--- config.mk ---
export PLATFORM = sky130hd
export DESIGN_NAME = uart_dual_ring_buffer_unit
export DESIGN_NICKNAME = d
export VERILOG_FILES = /design/src/design/udrb_pkg.sv /design/src/design/udrb_ctrl.sv /design/src/design/udrb_dp.sv /design/src/design/uart_dual_ring_buffer_unit.sv
export SDC_FILE = /design/constraint.sdc
export NUM_CORES = 2
export LEC_CHECK = 0
export BUFFER_PORTS_ARGS = -buffer_cell sky130_fd_sc_hd__buf_4
export CAP_MARGIN = 15
export CORE_MARGIN = 2
export CORE_UTILIZATION = 36
export DETAILED_ROUTE_END_ITERATION = 16
export GPL_TIMING_DRIVEN = 0
export PLACE_DENSITY = 0.52
export SYNTH_ARGS = -nofsm -noshare
export SYNTH_HDL_FRONTEND = slang
export SYNTH_SLANG_ARGS = --single-unit
--- constraint.sdc ---
create_clock -name clk -period 10.75 [get_ports clk]
set_input_delay 0.5375 -clock clk [delete_from_list [all_inputs] [get_ports clk]]
set_output_delay 0.5375 -clock clk [all_outputs]
set_load 0.03 [all_outputs]
--- src/design/udrb_pkg.sv ---
package udrb_pkg;

    // Default ring size; each ring holds one byte less than this
    localparam int DEPTH_DEFAULT = 256;

    // Operation codes
    localparam logic [1:0] OP_LINE   = 2'd0;
    localparam logic [1:0] OP_PUT    = 2'd1;
    localparam logic [1:0] OP_GET    = 2'd2;
    localparam logic [1:0] OP_INJECT = 2'd3;

    // Input word
    typedef struct packed {
        logic [1:0] op;
        logic       rx_ready;
        logic [7:0] data_byte;
        logic [3:0] err_flags;
        logic       tx_empty;
    } item_t;

    // Result word
    typedef struct packed {
        logic       line_valid;
        logic [7:0] line_byte;
        logic [7:0] read_byte;
        logic       accepted;
        logic       rx_dropped;
        logic [7:0] rx_avail;
        logic       tx_irq_enable;
        logic [3:0] error_seen;
    } result_t;

    // Controller to datapath commands
    typedef struct packed {
        logic load;
        logic exec;
    } dp_cmd_t;

endpackage

--- src/design/udrb_ctrl.sv ---
module udrb_ctrl (
    input  logic               clk,
    input  logic               rst_n,
    input  logic               start,
    output logic               busy,
    output logic               done,
    output udrb_pkg::dp_cmd_t  cmd
);
    import udrb_pkg::*;

    typedef enum logic [2:0] {
        ST_IDLE = 3'b001,
        ST_EXEC = 3'b010,
        ST_DONE = 3'b100
    } state_t;

    state_t state_reg;
    state_t state_next;
    logic   load;

    // A new word is taken whenever the datapath is not executing
    assign load = start && (state_reg != ST_EXEC);

    always_comb
    begin
        state_next = state_reg;
        unique case (state_reg)
            ST_IDLE: if (load) state_next = ST_EXEC;
            ST_EXEC: state_next = ST_DONE;
            ST_DONE: state_next = load ? ST_EXEC : ST_IDLE;
            default: state_next = ST_IDLE;
        endcase
    end

    always_ff @(posedge clk or negedge rst_n)
    begin
        if (!rst_n)
            state_reg <= ST_IDLE;
        else
            state_reg <= state_next;
    end

    assign busy     = (state_reg == ST_EXEC);
    assign done     = (state_reg == ST_DONE);
    assign cmd.load = load;
    assign cmd.exec = (state_reg == ST_EXEC);

    // Every execute cycle is followed by exactly one result strobe
    a_exec_then_done: assert property (@(posedge clk) disable iff (!rst_n)
        busy |=> done)
        else $error("execute cycle not followed by result");

    a_done_after_exec: assert property (@(posedge clk) disable iff (!rst_n)
        done |-> $past(busy))
        else $error("result strobe without execute cycle");

    a_load_enters_exec: assert property (@(posedge clk) disable iff (!rst_n)
        (start && !busy) |=> busy)
        else $error("accepted word did not start execution");

endmodule

--- src/design/udrb_dp.sv ---
module udrb_dp #(
    parameter int DEPTH = udrb_pkg::DEPTH_DEFAULT
) (
    input  logic               clk,
    input  logic               rst_n,
    input  udrb_pkg::dp_cmd_t  cmd,
    input  udrb_pkg::item_t    item,
    output udrb_pkg::result_t  result
);
    import udrb_pkg::*;

    localparam int AW = $clog2(DEPTH);

    // Advance a ring pointer with wrap at DEPTH
    function automatic logic [AW-1:0] step_ptr(input logic [AW-1:0] p);
        if (p == AW'(DEPTH - 1))
            step_ptr = '0;
        else
            step_ptr = p + 1'b1;
    endfunction

    item_t         item_reg;
    logic [7:0]    rx_mem [DEPTH];
    logic [7:0]    tx_mem [DEPTH];
    logic [7:0]    rx_rd_reg;
    logic [7:0]    tx_rd_reg;

    logic [AW-1:0] rx_head_reg, rx_head_next;
    logic [AW-1:0] rx_tail_reg, rx_tail_next;
    logic [AW-1:0] tx_head_reg, tx_head_next;
    logic [AW-1:0] tx_tail_reg, tx_tail_next;
    logic [AW-1:0] rx_level_reg, rx_level_next;
    logic          tx_irq_reg, tx_irq_next;

    // Per-word result flags
    logic          line_valid_reg, line_valid_next;
    logic          fwd_reg, fwd_next;
    logic          get_ok_reg, get_ok_next;
    logic          accepted_reg, accepted_next;
    logic          dropped_reg, dropped_next;
    logic [3:0]    err_reg, err_next;
    logic [7:0]    fwd_byte_reg;

    logic          is_line, is_put, is_get, is_inj;
    logic          push_req, rx_full, push_ok;
    logic          put_ok, tx_busy_after, send;
    logic [AW-1:0] tx_head_after;
    logic          rx_we, rx_re, tx_we, tx_re;

    // Capture the accepted word
    always_ff @(posedge clk)
    begin
        if (cmd.load)
            item_reg <= item;
    end

    // Decode and ring decisions for the word in execution
    always_comb
    begin
        is_line  = (item_reg.op == OP_LINE);
        is_put   = (item_reg.op == OP_PUT);
        is_get   = (item_reg.op == OP_GET);
        is_inj   = (item_reg.op == OP_INJECT);

        // receive side
        push_req = (is_line && item_reg.rx_ready) || is_inj;
        rx_full  = (step_ptr(rx_head_reg) == rx_tail_reg);
        push_ok  = push_req && !rx_full;

        // transmit side: queue first, then service
        put_ok        = is_put && (step_ptr(tx_head_reg) != tx_tail_reg);
        tx_head_after = put_ok ? step_ptr(tx_head_reg) : tx_head_reg;
        tx_busy_after = (tx_head_after != tx_tail_reg);
        send          = (is_line || is_put) && tx_busy_after && item_reg.tx_empty;

        rx_we = cmd.exec && push_ok;
        rx_re = cmd.exec && get_ok_next;
        tx_we = cmd.exec && put_ok;
        tx_re = cmd.exec && send;
    end

    always_comb
    begin
        get_ok_next      = is_get && (rx_head_reg != rx_tail_reg);
        line_valid_next  = send;
        // byte written this cycle to an empty ring goes straight to the line when tx_empty is set
        fwd_next         = put_ok && (tx_head_reg == tx_tail_reg);
        accepted_next    = put_ok || get_ok_next || (is_inj && push_ok);
        dropped_next     = is_line && item_reg.rx_ready && rx_full;
        err_next         = is_line ? item_reg.err_flags : 4'd0;

        rx_head_next  = rx_head_reg;
        rx_tail_next  = rx_tail_reg;
        rx_level_next = rx_level_reg;
        tx_head_next  = tx_head_reg;
        tx_tail_next  = tx_tail_reg;
        tx_irq_next   = tx_irq_reg;
        if (cmd.exec)
        begin
            if (push_ok)
            begin
                rx_head_next  = step_ptr(rx_head_reg);
                rx_level_next = rx_level_reg + 1'b1;
            end
            if (get_ok_next)
            begin
                rx_tail_next  = step_ptr(rx_tail_reg);
                rx_level_next = rx_level_reg - 1'b1;
            end
            tx_head_next = tx_head_after;
            if (send)
                tx_tail_next = step_ptr(tx_tail_reg);
            if ((is_line || is_put) && tx_busy_after)
                tx_irq_next = (tx_head_after != (send ? step_ptr(tx_tail_reg) : tx_tail_reg));
        end
    end

    // Ring pointers, level and interrupt enable
    always_ff @(posedge clk or negedge rst_n)
    begin
        if (!rst_n)
        begin
            rx_head_reg  <= '0;
            rx_tail_reg  <= '0;
            tx_head_reg  <= '0;
            tx_tail_reg  <= '0;
            rx_level_reg <= '0;
            tx_irq_reg   <= 1'b0;
        end
        else
        begin
            rx_head_reg  <= rx_head_next;
            rx_tail_reg  <= rx_tail_next;
            tx_head_reg  <= tx_head_next;
            tx_tail_reg  <= tx_tail_next;
            rx_level_reg <= rx_level_next;
            tx_irq_reg   <= tx_irq_next;
        end
    end

    // Result flags, held until the next execution
    always_ff @(posedge clk)
    begin
        if (cmd.exec)
        begin
            line_valid_reg <= line_valid_next;
            fwd_reg        <= fwd_next;
            fwd_byte_reg   <= item_reg.data_byte;
            get_ok_reg     <= get_ok_next;
            accepted_reg   <= accepted_next;
            dropped_reg    <= dropped_next;
            err_reg        <= err_next;
        end
    end

    // Receive ring memory
    always_ff @(posedge clk)
    begin
        if (rx_we)
            rx_mem[rx_head_reg] <= item_reg.data_byte;
        if (rx_re)
            rx_rd_reg <= rx_mem[rx_tail_reg];
    end

    // Transmit ring memory
    always_ff @(posedge clk)
    begin
        if (tx_we)
            tx_mem[tx_head_reg] <= item_reg.data_byte;
        if (tx_re)
            tx_rd_reg <= tx_mem[tx_tail_reg];
    end

    // Result word
    always_comb
    begin
        result.line_valid    = line_valid_reg;
        result.line_byte     = line_valid_reg ? (fwd_reg ? fwd_byte_reg : tx_rd_reg) : 8'd0;
        result.read_byte     = get_ok_reg ? rx_rd_reg : 8'd0;
        result.accepted      = accepted_reg;
        result.rx_dropped    = dropped_reg;
        result.rx_avail      = 8'(rx_level_reg);
        result.tx_irq_enable = tx_irq_reg;
        result.error_seen    = err_reg;
    end

    // Occupancy derived from the pointers, for checking the level counter
    logic [AW:0] rx_occ;
    always_comb
    begin
        if (rx_head_reg >= rx_tail_reg)
            rx_occ = {1'b0, rx_head_reg} - {1'b0, rx_tail_reg};
        else
            rx_occ = {1'b0, rx_head_reg} + (AW+1)'(DEPTH) - {1'b0, rx_tail_reg};
    end

    a_level_matches: assert property (@(posedge clk) disable iff (!rst_n)
        {1'b0, rx_level_reg} == rx_occ)
        else $error("receive level out of step with pointers");

    a_state_quiet: assert property (@(posedge clk) disable iff (!rst_n)
        !cmd.exec |=> ($stable(rx_head_reg) && $stable(tx_head_reg) && $stable(tx_irq_reg)))
        else $error("ring state moved outside execution");

    a_one_rx_access: assert property (@(posedge clk) disable iff (!rst_n)
        !(rx_we && rx_re))
        else $error("receive ring pushed and popped in one word");

endmodule

--- src/design/uart_dual_ring_buffer_unit.sv ---
// UART receive/transmit ring buffer. Pulse start with a word while busy is low;
// the block executes it in the following cycle (one ring memory write and/or one
// registered ring read plus pointer updates) and shows the result for exactly
// one cycle with done high, in the state after the execute state. There is no
// backpressure on results: sample them whenever done is high. A new word can be
// accepted in the same cycle a result is shown, but not while a word is
// executing. Each ring has DEPTH entries and holds at most DEPTH-1 bytes;
// rx_avail gives the low eight bits of the receive level.
module uart_dual_ring_buffer_unit #(
    parameter int DEPTH = udrb_pkg::DEPTH_DEFAULT
) (
    input  logic               clk,
    input  logic               rst_n,
    input  logic               start,
    output logic               busy,
    input  udrb_pkg::item_t    item,
    output logic               done,
    output udrb_pkg::result_t  result
);
    import udrb_pkg::*;

    dp_cmd_t cmd;

    // Sequencer
    udrb_ctrl u_ctrl (
        .clk   (clk),
        .rst_n (rst_n),
        .start (start),
        .busy  (busy),
        .done  (done),
        .cmd   (cmd)
    );

    // Rings and pointers
    udrb_dp #(
        .DEPTH (DEPTH)
    ) u_dp (
        .clk    (clk),
        .rst_n  (rst_n),
        .cmd    (cmd),
        .item   (item),
        .result (result)
    );

endmodule
==> metrics.md <==
| Metric | Value |
|---|---|
| Clk Latency, worst-skew pair | 1.02 ns |
| Worst Hold Class | input pin to flop |
| Status | finished, final reports clean |
| Total CTS buffers | 434 |
| # clock sinks | 4,189 |
| Mapped cell area | 0.1627 mm2 |
| P_leak | 57.62 nW |
| CTS root buf | clkbuf_16 |
| Most frequent cell on the critical path | nor2_1 |
| Hold Fails Final Rpt | 0 |
| Die width | 676.3 um |
| Post-synthesis sequential area ratio | 0.7718 |
| # setup viols final | 0 |
| CP required | 11.28 ns |
| Critical Path, Cell by Cell | ha_1 > clkbuf_1 > nand3_1 > nand2b_1 > clkbuf_1 > nor2_1 > nor2_1 > xnor2_1 > nand4b_1 > nand2_1 > nor3b_1 > nand2_1 > buf_2 > nor2_1 |
| Routed WL per cell | 32.40 um |
| Setup TNS Final | 0 ns |
| IO buf count | 52 |
| Crit-path leading delay family | simple AND/OR/NAND/NOR gates |
| Startpoint Class | flop |
| Postcts setup bufs | 0 |
| Crit path arrival time | 7.54 ns |
| Fraction of layout cells with a size suffix above 1 | 0.2940 |
| Tightest Pin Transition | 1.350 ns |
| Crit path max-delay cell type | nor3b_1 |
| Placed instance count | 13,190 |
| Dpl ws | 3.949 ns |
| Cell row count | 246 |
| Critical path origin | u_dp.rx_head_reg[0] |
| RSZ-0062 raised after global routing | no |
| DRT Pass-1 Iters | 7 |
| Tmin final | 7.016 ns |
| Syn_area_per_cell | 23.42 um2 |
| Critical path class | flop to flop |
| Post-synth top flop | edfxtp_1 |
| Hold_sp | item[12] |
| Area delta synth->final | 17.60% |
| Height of the die | 676.3 um |
| Hold Path Depth | 2 |
| Final WS setup | 3.734 ns |
| Critical path endpoint category | flop |
| Synth Net Count | 6,985 |
| Max-cap violations | 0 |
| Vias | 77,680 |
| PD cells | 227.2 mW/mm2 |
| Grt ovf | 0 |
| DPL Wire Length | 319,500 um |
| Fmax | 142.5 MHz |
| Initial antenna violation count | 26 |
| First-pass GRT wire length | 631,300 um |
| Vias per cell | 5.530 |
| Rel. slew slack | 0.09764 |
| Vias in the first global route | 78,950 |
| Nets@finish | 7,756 |
| Largest net degree at the start of global routing | 45 |
| Antenna Nets Post-Route | 0 |
| Post-synth ARST share | 0.01050 |
| Slew Viols, Final | 0 |
| Routed WL | 455,200 um |
| EDFF count, synth | 4,145 |
| I/O pins | 53 |
| Worst Skew | 0.1294 ns |
| Iteration-0 DRC Markers | 8,932 |
| Cells after synthesis | 6,948 |
| TritonCTS clock tree | yes |
| Synth Register Bits | 4,189 |
| Commonest cells after routing, fill and taps aside | edfxtp_1 (4,145), mux4_2 (1,360), nor2_1 (543) |
| Critical R2R Launch | u_dp.rx_head_reg[0] |
| Max Root-Sink Buffers | 4 |
| H-tree levels | 5 |
| Finished Layout Cells | 14,050 |
| Critical Path Max Stage Delay | 0.90 ns |
| Clk slew on worst S/H paths | 0.06 ns |
| Buf/Inv on CP | 3 |
| Commonest non-fill, non-tap cell in the layout | edfxtp_1 |
| Crit. path cell count | 14 |
| Initial Util | 0.3620 |
| Remaining DRCs | 0 |
| Reg2Reg Depth | 14 |
| Worst Path Max Fanout | 10 |
| Total GRT Usage | 0.1948 |
| Distinct cell type count after synthesis | 68 |
| Ys Warns | 0 |
| Final worst-path cycle share | 0.6527 |
| Die area | 0.4573 mm2 |
| Core ar. | 0.4494 mm2 |
| Max rail drop VDD | 0.1500 mV |
| GPL Wtd Cong | 0.8792 |
[worst register-to-register path, cell delays in order, from the launching register on]
cell and delay, ns:
dfrtp_1 0.55, ha_1 0.20, clkbuf_1 0.30, nand3_1 0.60, nand2b_1 0.36, clkbuf_1 0.29
nor2_1 0.39, nor2_1 0.11, xnor2_1 0.14, nand4b_1 0.64, nand2_1 0.42, nor3b_1 0.90
nand2_1 0.57, buf_2 0.38, nor2_1 0.68
[per-layer routing]
metal	vias to the layer above	GRT usage	wire length, um
met1	42810	0.2750	191200
met4	2	0.05335	13720
li1	31190	-	-
met2	3023	0.3166	219600
met3	646	0.02962	30600
met5	-	0	13
[stage by stage]
stage | utilization | area, um2 | power (W) | hold slack [ns]
floorplan | - | 162700 | 0.02456 | 0.2419
finish | 0.4258 | 191300 | 0.04346 | 0.2913
global placement | 0.3795 | 170500 | 0.02865 | 0.4602
detailed placement | 0.3929 | 176600 | 0.02875 | 0.4703
CTS | 0.4249 | 190900 | 0.04379 | 0.2147
global route | 0.4257 | 191300 | 0.04472 | 0.2565
[final timing paths]
path,slack [ns],end
worst max-delay path,3.73,u_dp.rx_mem[134][5]
worst min-delay path,0.29,u_dp.item_reg[12]
worst max register to register,3.73,u_dp.rx_mem[134][5]
worst min register to register,0.48,u_ctrl.state_reg[1]
max in group asynchronous,9.55,u_dp.tx_tail_reg[3]
min in group asynchronous,0.32,u_dp.rx_tail_reg[0]
[Yosys cell counts (21+ instances only)]
cell,number,share of area
xor2_1,25,0.0013
xnor2_1,30,0.0016
dfrtp_1,43,0.0066
mux4_2,1360,0.19
a21oi_1,21,0.00065
buf_1,127,0.0029
nand3_1,27,0.00083
nor2b_1,25,0.00096
nand2_1,97,0.0022
clkbuf_1,265,0.0061
o21ai_0,34,0.0010
nor2_1,544,0.013
edfxtp_1,4145,0.77
[power by group]
part | switching, W | internal (W)
registers | 0.0000634 | 0.0183
clock network | 0.00637 | 0.00875
logic | 0.00564 | 0.00435
total | 0.0121 | 0.0314
[logic make-up after synthesis]
family | Yosys count | synth area share
muxes | 1376 | 0.1893
buffers and inverters | 433 | 0.01034
DFF | 4189 | 0.7718
and+or+nand+nor | 769 | 0.01966
xor gates and xnor gates | 55 | 0.002961
AOI/OAI and AO/OA | 108 | 0.004430
adders and majority gates | 18 | 0.001430
[what timing repair did]
item                                   4_1_cts  5_1_grt
gates resized for setup                      0        0
hold buffers                                18        0
setup endpoints to repair                    0        0
endpoints found under the hold margin       61        0
[layout make-up]
| cell class | count | area, um2 |
|---|---|---|
| Antenna cell | 9 | 22.52 |
| Multi-Input combinational cell | 2326 | 35480 |
| Sequential cell | 4189 | 125600 |
| Clock buffer | 528 | 11340 |
| Clock inverter | 275 | 2875 |
| Fill cell | 38290 | 258100 |
| Tap cell | 5952 | 7447 |
| Buffer | 415 | 1672 |
| Inverter | 18 | 67.56 |
| Timing Repair Buffer | 335 | 6854 |
Note: power is estimated with default switching activity, not from simulation.
